File: config.mk
export PLATFORM = sky130hd
export DESIGN_NAME = spi_adc_pot_to_midi_cc_top
export DESIGN_NICKNAME = d
export VERILOG_FILES = /design/src/rtl/sapmc_pkg.sv /design/src/rtl/sapmc_front.sv /design/src/rtl/sapmc_fifo.sv /design/src/rtl/sapmc_back.sv /design/src/rtl/spi_adc_pot_to_midi_cc_top.sv
export VERILOG_INCLUDE_DIRS = /design/src /design/src/rtl
export SDC_FILE = /design/constraint.sdc
export NUM_CORES = 1
export LEC_CHECK = 0
export BUFFER_PORTS_ARGS = -buffer_cell sky130_fd_sc_hd__buf_2
export CORE_MARGIN = 3
export CORE_UTILIZATION = 50
export CTS_CLUSTER_DIAMETER = 30
export DETAILED_ROUTE_END_ITERATION = 8
export GPL_ROUTABILITY_DRIVEN = 0
export GPL_TIMING_DRIVEN = 0
export HOLD_SLACK_MARGIN = 0.02
export PLACE_DENSITY = 0.68
export SKIP_CTS_REPAIR_TIMING = 1
export SYNTH_ARGS = -nofsm -noshare
export SYNTH_HDL_FRONTEND = slang
export SYNTH_SLANG_ARGS = --single-unit
File: constraint.sdc
create_clock -name clk -period 7.2 [get_ports clk]
set_input_delay 0.36 -clock clk [delete_from_list [all_inputs] [get_ports clk]]
set_output_delay 0.36 -clock clk [all_outputs]
set_load 0.03 [all_outputs]
File: src/rtl/spi_adc_pot_to_midi_cc_top_defines.svh
// assertion macros for the rtl files of the pot to midi cc block; only the message queue uses them
`ifndef SPI_ADC_POT_TO_MIDI_CC_TOP_DEFINES_SVH
`define SPI_ADC_POT_TO_MIDI_CC_TOP_DEFINES_SVH
`ifndef SYNTHESIS
// same-cycle implication, checked on every clock edge out of reset
`define SAPMC_ASSERT_IMP(lbl, ante, cons, msg) \
	lbl: assert property (@(posedge clk) disable iff (!arst_n) (ante) |-> (cons)) \
		else $error(msg);
// next-cycle implication
`define SAPMC_ASSERT_NEXT(lbl, ante, cons, msg) \
	lbl: assert property (@(posedge clk) disable iff (!arst_n) (ante) |=> (cons)) \
		else $error(msg);
`else
`define SAPMC_ASSERT_IMP(lbl, ante, cons, msg)
`define SAPMC_ASSERT_NEXT(lbl, ante, cons, msg)
`endif
`endif

File: src/rtl/sapmc_pkg.sv
// types, constants and the value scaling function of the pot to midi cc block
`timescale 1ns / 1ps
package sapmc_pkg;

	// configuration register indexes
	localparam logic [1:0] CFG_STATUS  = 2'd0;
	localparam logic [1:0] CFG_BASE    = 2'd1;
	localparam logic [1:0] CFG_CEILING = 2'd2;

	// configuration reset values
	localparam logic [7:0] RST_STATUS  = 8'd176;
	localparam logic [6:0] RST_BASE    = 7'd32;
	localparam logic [6:0] RST_CEILING = 7'd121;

	// byte position within one outgoing message
	localparam logic [1:0] BYTE_STATUS = 2'd0;
	localparam logic [1:0] BYTE_CTRL   = 2'd1;
	localparam logic [1:0] BYTE_VALUE  = 2'd2;

	// message queue depth between front and back
	localparam int unsigned Q_DEPTH = 2;

	// level thresholds where ceil(0.042 * level) steps up
	localparam logic [6:0] STEP_1 = 7'd1;
	localparam logic [6:0] STEP_2 = 7'd24;
	localparam logic [6:0] STEP_3 = 7'd48;
	localparam logic [6:0] STEP_4 = 7'd72;
	localparam logic [6:0] STEP_5 = 7'd96;
	localparam logic [6:0] STEP_6 = 7'd120;
	localparam logic [7:0] VALUE_TOP = 8'd127;

	typedef struct packed {
		logic [7:0] rx_byte;
		logic [3:0] channel;
	} in_item_t;

	typedef struct packed {
		logic [7:0] tx_byte;
		logic       last;
	} out_item_t;

	typedef struct packed {
		logic [7:0] status;
		logic [6:0] base;
		logic [6:0] ceiling;
	} cfg_t;

	typedef struct packed {
		logic [7:0] status;
		logic [6:0] ctrl;
		logic [6:0] value;
	} msg_t;

	// trunc((127000 - 1042*level) / 1000) saturated at zero, written as
	// 127 - level - ceil(42*level/1000)
	function automatic logic [6:0] scale_value(input logic [6:0] level);
		logic [2:0] steps;
		logic [7:0] sub;
		steps = {2'b00, level >= STEP_1} + {2'b00, level >= STEP_2}
			+ {2'b00, level >= STEP_3} + {2'b00, level >= STEP_4}
			+ {2'b00, level >= STEP_5} + {2'b00, level >= STEP_6};
		sub = {1'b0, level} + {5'b00000, steps};
		if (sub >= VALUE_TOP) begin
			return 7'd0;
		end
		return 7'(VALUE_TOP - sub);
	endfunction

endpackage

File: src/rtl/sapmc_front.sv
// front: pairs bytes into words, filters level changes, builds messages
`timescale 1ns / 1ps
module sapmc_front #(
	parameter int unsigned CHANNELS = 16
) (
	input  logic                clk,
	input  logic                arst_n,
	input  logic                in_valid,
	output logic                in_ready,
	input  sapmc_pkg::in_item_t in_data,
	input  sapmc_pkg::cfg_t     cfg,
	input  logic                q_full,
	output logic                push,
	output sapmc_pkg::msg_t     push_msg
);

	localparam int unsigned IDX_W = (CHANNELS > 1) ? $clog2(CHANNELS) : 1;

	logic             second_q;
	logic [7:0]       high_byte_q;
	logic [6:0]       last_level_q [CHANNELS];
	logic             falling_q    [CHANNELS];

	logic             accept;
	logic             ch_ok;
	logic [IDX_W-1:0] idx;
	logic [6:0]       raw_level;
	logic [6:0]       level;
	logic [6:0]       prev;
	logic             fall;
	logic             acc_up;
	logic             acc_down;

	// transfer whenever the queue has room
	assign in_ready = !q_full;
	assign accept   = in_valid && in_ready;

	// level from word bits 11..5, clamped to the ceiling
	assign raw_level = {high_byte_q[3:0], in_data.rx_byte[7:5]};
	assign level     = (raw_level > cfg.ceiling) ? cfg.ceiling : raw_level;

	// channel lookup
	assign ch_ok = {1'b0, in_data.channel} < 5'(CHANNELS);
	assign idx   = in_data.channel[IDX_W-1:0];
	assign prev  = last_level_q[idx];
	assign fall  = falling_q[idx];

	// hysteresis: a reversal needs a step of two
	always_comb begin
		if (fall) begin
			acc_up   = ({1'b0, prev} + 8'd1) < {1'b0, level};
			acc_down = prev > level;
		end else begin
			acc_up   = prev < level;
			acc_down = {1'b0, prev} > ({1'b0, level} + 8'd1);
		end
	end

	assign push = accept && second_q && ch_ok && (acc_up || acc_down);

	// outgoing message
	always_comb begin
		push_msg.status = cfg.status;
		push_msg.ctrl   = cfg.base + {3'b000, in_data.channel};
		push_msg.value  = sapmc_pkg::scale_value(level);
	end

	// byte pairing
	always_ff @(posedge clk or negedge arst_n) begin
		if (!arst_n) begin
			second_q    <= 1'b0;
			high_byte_q <= 8'd0;
		end else if (accept) begin
			second_q <= !second_q;
			if (!second_q) begin
				high_byte_q <= in_data.rx_byte;
			end
		end
	end

	// per-channel level and direction store
	always_ff @(posedge clk or negedge arst_n) begin
		if (!arst_n) begin
			for (int i = 0; i < CHANNELS; i++) begin
				last_level_q[i] <= 7'd0;
				falling_q[i]    <= 1'b0;
			end
		end else if (push) begin
			last_level_q[idx] <= level;
			falling_q[idx]    <= !acc_up;
		end
	end

endmodule

File: src/rtl/sapmc_fifo.sv
// short message queue between front and back
`timescale 1ns / 1ps
`include "spi_adc_pot_to_midi_cc_top_defines.svh"
module sapmc_fifo (
	input  logic            clk,
	input  logic            arst_n,
	input  logic            push,
	input  sapmc_pkg::msg_t push_msg,
	output logic            full,
	input  logic            pop,
	output logic            empty,
	output sapmc_pkg::msg_t head
);

	localparam int unsigned PTR_W = $clog2(sapmc_pkg::Q_DEPTH);
	localparam int unsigned CNT_W = $clog2(sapmc_pkg::Q_DEPTH + 1);

	sapmc_pkg::msg_t  entry_q [sapmc_pkg::Q_DEPTH];
	logic [PTR_W-1:0] wr_ptr_q;
	logic [PTR_W-1:0] rd_ptr_q;
	logic [CNT_W-1:0] count_q;

	// status and head entry
	assign full  = count_q == CNT_W'(sapmc_pkg::Q_DEPTH);
	assign empty = count_q == '0;
	assign head  = entry_q[rd_ptr_q];

	// entry storage
	always_ff @(posedge clk) begin
		if (push) begin
			entry_q[wr_ptr_q] <= push_msg;
		end
	end

	// pointers and fill count
	always_ff @(posedge clk or negedge arst_n) begin
		if (!arst_n) begin
			wr_ptr_q <= '0;
			rd_ptr_q <= '0;
			count_q  <= '0;
		end else begin
			if (push) begin
				wr_ptr_q <= wr_ptr_q + PTR_W'(1);
			end
			if (pop) begin
				rd_ptr_q <= rd_ptr_q + PTR_W'(1);
			end
			if (push && !pop) begin
				count_q <= count_q + CNT_W'(1);
			end else if (pop && !push) begin
				count_q <= count_q - CNT_W'(1);
			end
		end
	end

	// queue checks
	`SAPMC_ASSERT_IMP(a_no_push_full, push, !full, "push into full queue")
	`SAPMC_ASSERT_IMP(a_no_pop_empty, pop, !empty, "pop from empty queue")
	`SAPMC_ASSERT_NEXT(a_count_up, push && !pop, count_q == $past(count_q) + CNT_W'(1), "count lost a push")

endmodule

File: src/rtl/sapmc_back.sv
// back: sends each queued message as three bytes through an output register
`timescale 1ns / 1ps
module sapmc_back (
	input  logic                 clk,
	input  logic                 arst_n,
	input  logic                 empty,
	input  sapmc_pkg::msg_t      head,
	output logic                 pop,
	output logic                 out_valid,
	input  logic                 out_ready,
	output sapmc_pkg::out_item_t out_data
);

	logic                 out_valid_q;
	sapmc_pkg::out_item_t out_data_q;
	logic [1:0]           byte_idx_q;
	logic                 load;
	sapmc_pkg::out_item_t next_item;

	// load when a byte is pending and the output register frees up
	assign load = !empty && (!out_valid_q || out_ready);
	assign pop  = load && (byte_idx_q == sapmc_pkg::BYTE_VALUE);

	// byte select
	always_comb begin
		case (byte_idx_q)
			sapmc_pkg::BYTE_STATUS: next_item = '{tx_byte: head.status, last: 1'b0};
			sapmc_pkg::BYTE_CTRL:   next_item = '{tx_byte: {1'b0, head.ctrl}, last: 1'b0};
			sapmc_pkg::BYTE_VALUE:  next_item = '{tx_byte: {1'b0, head.value}, last: 1'b1};
			default:                next_item = '{tx_byte: head.status, last: 1'b0};
		endcase
	end

	// byte counter and output valid
	always_ff @(posedge clk or negedge arst_n) begin
		if (!arst_n) begin
			byte_idx_q  <= sapmc_pkg::BYTE_STATUS;
			out_valid_q <= 1'b0;
		end else begin
			if (load) begin
				out_valid_q <= 1'b1;
				byte_idx_q  <= pop ? sapmc_pkg::BYTE_STATUS : byte_idx_q + 2'd1;
			end else if (out_ready) begin
				out_valid_q <= 1'b0;
			end
		end
	end

	// output payload
	always_ff @(posedge clk) begin
		if (load) begin
			out_data_q <= next_item;
		end
	end

	assign out_valid = out_valid_q;
	assign out_data  = out_data_q;

endmodule

File: src/rtl/spi_adc_pot_to_midi_cc_top.sv
// A low byte that changes a level writes its message into the queue, whose head the
// back end loads into its output register; the three message bytes follow on
// consecutive cycles while out_ready stays high. Throughput: one input byte
// per cycle while the two-entry message queue has room; the back end sends one
// byte per cycle while out_ready is high. Reset clears pairing state, all channel
// levels and directions and the queue at once, and presets the config registers.
`timescale 1ns / 1ps
module spi_adc_pot_to_midi_cc_top #(
	parameter int unsigned CHANNELS = 16
) (
	input  logic                 clk,
	input  logic                 arst_n,
	input  logic                 in_valid,
	output logic                 in_ready,
	input  sapmc_pkg::in_item_t  in_data,
	output logic                 out_valid,
	input  logic                 out_ready,
	output sapmc_pkg::out_item_t out_data,
	input  logic                 cfg_we,
	input  logic [1:0]           cfg_idx,
	input  logic [7:0]           cfg_data
);

	sapmc_pkg::cfg_t cfg_q;
	logic            q_full;
	logic            q_empty;
	logic            push;
	logic            pop;
	sapmc_pkg::msg_t push_msg;
	sapmc_pkg::msg_t head;

	// configuration registers
	always_ff @(posedge clk or negedge arst_n) begin
		if (!arst_n) begin
			cfg_q.status  <= sapmc_pkg::RST_STATUS;
			cfg_q.base    <= sapmc_pkg::RST_BASE;
			cfg_q.ceiling <= sapmc_pkg::RST_CEILING;
		end else if (cfg_we) begin
			case (cfg_idx)
				sapmc_pkg::CFG_STATUS:  cfg_q.status  <= cfg_data;
				sapmc_pkg::CFG_BASE:    cfg_q.base    <= cfg_data[6:0];
				sapmc_pkg::CFG_CEILING: cfg_q.ceiling <= cfg_data[6:0];
				default: ;
			endcase
		end
	end

	// byte pairing and change filter
	sapmc_front #(
		.CHANNELS(CHANNELS)
	) u_front (
		.clk      (clk),
		.arst_n   (arst_n),
		.in_valid (in_valid),
		.in_ready (in_ready),
		.in_data  (in_data),
		.cfg      (cfg_q),
		.q_full   (q_full),
		.push     (push),
		.push_msg (push_msg)
	);

	// message queue
	sapmc_fifo u_fifo (
		.clk      (clk),
		.arst_n   (arst_n),
		.push     (push),
		.push_msg (push_msg),
		.full     (q_full),
		.pop      (pop),
		.empty    (q_empty),
		.head     (head)
	);

	// message serializer
	sapmc_back u_back (
		.clk       (clk),
		.arst_n    (arst_n),
		.empty     (q_empty),
		.head      (head),
		.pop       (pop),
		.out_valid (out_valid),
		.out_ready (out_ready),
		.out_data  (out_data)
	);

endmodule

==> key figures <==
Placed design
  – Placed Instances: 1,160
  – DP Worst Slack: 0.3950 ns
  – Port bufs: 36
  – Post-DP HPWL: ~18,000 um

Setup path
  – Arr. time, crit path: approximately 6.8 ns
  – Crit path capture type: register
  – Worst setup path category: reg -> reg
  – CP max FO: 19
  – Req. time, crit path: about 7.4 ns
  – Worst setup SP type: register

Yosys
  – Synth area leader: dfrtp_1
  – Synth Area in Adders: approximately 5.6%
  – Most common cell in the netlist: dfrtp_1
  – Ys async rst share: 75.35%
  – Area contributors post-synth: dfrtp_1 34%, edfxtp_1 14%, mux2_4 9.5%
  – Mapped Area: 11,190 um2
  – Ys flop type: dfrtp_1
  – Syn Nets: around 920
  – Top-area cell type share of the netlist area: 34.22%
  – Area share of xor/xnor cells in the synthesized design: ~1.8%
  – Synthesis-stage register bit count: ~220
  – Syn_area_per_cell: approximately 13 um2
  – Post-synthesis mux area share: 22.31%
  – Seq/Total Area, Yosys: 50.56%
  – Synth top cells by count: 153 x dfrtp_1, 122 x a21oi_1, 71 x mux2_4
  – Largest family of logic cells by synthesized area: multiplexers
  – Yosys cell types: between 50 and 60
  – Ys Warns: 0
  – Post-synth EDFFs: 53
  – Synth Area in Compound Gates: about a tenth
  – Simple-gate portion of the synthesized area: under 10%
  – Cells after Synth: 842

Layout
  – Area Growth Syn to Fin: 20.45%
  – # nets final: 1,005
  – Fin cells: ~1,200
  – Fraction of layout cells with a size suffix above 1: roughly a third
  – Filler Cell Count: between 1,500 and 2,000
  – Final Util: about three fifths
  – Antenna Cells: 0

Route
  – DRT antenna net count: 0
  – DR WL/cell: 21.58 um
  – Via/cell ratio: around 5.8
  – First-pass DRT Iterations: 5
  – DR vias: between 7,000 and 8,000
  – DRC viols: 0
  – Routed WL: 26,950 um
  – DR iter-0 viols: 463

Floorplan
  – Std cell rows: 54
  – IO Pins: 38
  – Die H: 155.6 um
  – CORE AREA: between 20,000 and 25,000 um2
  – Die width: about 160 um
  – Full die area: between 20,000 and 25,000 um2
  – Initial Util: slightly above 50%

Global routing
  – Largest net degree at the start of global routing: 85
  – Via count of the first global-routing pass: between 7,000 and 8,000
  – Final global-route overflow total: 0
  – Initial antenna violation count: 0
  – Global-route wire length before repair: ~43,000 um
  – Gr usage total: 22.67%

Timing
  – Final Critical Period: 6.546 ns
  – RSZ-0062 raised after global routing: no
  – Worst hold slack: just under 0.02 ns
  – Slew HR: about a fifth
  – Worst Tran Pin Value: roughly 1.2 ns
  – Final setup fails: 0
  – Slew Limit Fails: 0
  – Final Hold Viols: 0
  – Period Utilization, post-route: between 90% and 100%
  – Worst Slack Setup Final: about 0.65 ns
  – Max Freq: around 0.15 GHz
  – Fin Clk Skew: ~0.028 ns

Clock network
  – TritonCTS buffer count: 48
  – Clock Sinks: between 200 and 250
  – Clk pin slew, worst setup/hold paths: ~0.050 ns
  – Clock Tree Buf Depth: 3
  – Clk_lat worst skew: 0.54 ns
  – Clock Tree Root: clkbuf_16
  – CTS tree: built
  – # H-tree levels: 2

Pwr
  – VDD IR max: around 0.32 mV
  – Lkg Pwr: between 6 and 7 nW
  – Cell area power density: approximately 550 nW/um2

Hold path
  – Min-Delay Path Class: in -> reg

Job
  – Max-cap violations: 0

Status
  – Status: finished, final reports clean
==> metal layers <==
metal | track usage [%] | up-vias | routed length (um)
met5 | 0 | - | 0
met4 | 7.378 | 0 | 701
met3 | 4.244 | 66 | 1225
met2 | 37.59 | 201 | 13290
met1 | 30.47 | 3682 | 11730
li1 | - | 3314 | -
==> critical path, cell delays in order, from the launching register on <==
cell      delay, ns
dfstp_2        0.55
inv_1          0.06
ha_1           0.32
a211oi_1       0.21
nor2_1         0.09
o31ai_1        0.49
clkbuf_1       0.40
nand2_1        0.08
o21ai_0        0.34
clkbuf_2       0.46
ha_1           0.26
nand3_1        0.11
nor3_1         0.21
xnor2_1        0.11
ha_1           0.33
nand3_1        0.12
nor2_1         0.07
a21oi_1        0.14
o211ai_1       0.19
o32ai_4        0.29
o21bai_4       0.26
buf_2          0.30
and2_1         0.26
nor2b_2        0.31
buf_8          0.23
==> power by group <==
| part | internal, mW | switching (mW) | total, mW |
|---|---|---|---|
| Combinational | 1.25 | 1.89 | 3.14 |
| Clock | 1.52 | 0.700 | 2.22 |
| Sequential | 1.85 | 0.241 | 2.09 |
| Total | 4.62 | 2.83 | 7.45 |
==> flip-flops by register name, indices dropped and copies added (netlist names) <==
name,count
u_front.second_q,1
u_back.byte_idx_q,2
cfg_q,22
u_back.out_data,9
u_fifo.count_q,2
u_front.last_level_q,112
u_fifo.entry_q,44
u_front.high_byte_q,4
u_fifo.wr_ptr_q,1
u_fifo.rd_ptr_q,1
u_front.falling_q,16
u_back.out_valid,1
==> path summary, 6_finish.rpt <==
check / from / end / slack, ns / cells after the start
setup / recovery: cfg_q[4]$_DFFE_PN1P_ / u_fifo.entry_q[0][1]$_DFFE_PP_ / 0.65 / 24
hold / removal: out_ready / u_back.out_valid$_DFFE_PN0P_ / 0.02 / 2
setup reg to reg: cfg_q[4]$_DFFE_PN1P_ / u_fifo.entry_q[0][1]$_DFFE_PP_ / 0.65 / 24
hold reg to reg: cfg_q[14]$_DFFE_PN0P_ / u_fifo.entry_q[0][14]$_DFFE_PP_ / 0.48 / 0
max in group asynchronous: arst_n / u_front.falling_q[9]$_DFFE_PN0P_ / 5.96 / 3
min in group asynchronous: arst_n / u_front.last_level_q[40]$_DFFE_PN0P_ / 0.42 / 2
==> stage by stage <==
stage | power, mW | setup TNS (ns) | area, um2
final | 7.450 | 0 | 13480
after global routing | 7.887 | 0 | 13480
after CTS | 7.455 | 0 | 13460
after detailed placement | 5.178 | 0 | 11770
after global placement | 5.040 | -9.521 | 11720
after floorplan | 4.354 | 0 | 11190
==> area by class of cell <==
type | count | area, um2 | area share, %
flip-flops and latches | 215 | 5657 | 41.97
multi-input cells | 556 | 5216 | 38.71
clock buffers | 66 | 1420 | 10.54
well taps | 280 | 350.3 | 2.600
clock inverters | 22 | 270.3 | 2.005
repair buffers | 39 | 242.7 | 1.801
plain buffers | 38 | 196.4 | 1.458
inverters | 33 | 123.9 | 0.9191
==> layout by cell type (no fill, tap or decap), drive strengths merged, types with 18 or more instances in the layout <==
cell type / n
buf: 50
ha: 42
nor2: 32
mux2: 123
clkbuf: 92
dfrtp: 153
o21ai: 18
nand2: 37
inv: 36
edfxtp: 53
mux4: 32
a21oi: 122
==> logic make-up after synthesis <==
logic type,Yosys count
XOR/XNOR,23
AO/OA/AOI/OAI,180
multiplexers,167
buffers and inverters,71
AND/OR/NAND/NOR,139
adder cells (fa/ha/maj),47
flip-flops,215
(Power assumes the default switching activity.)
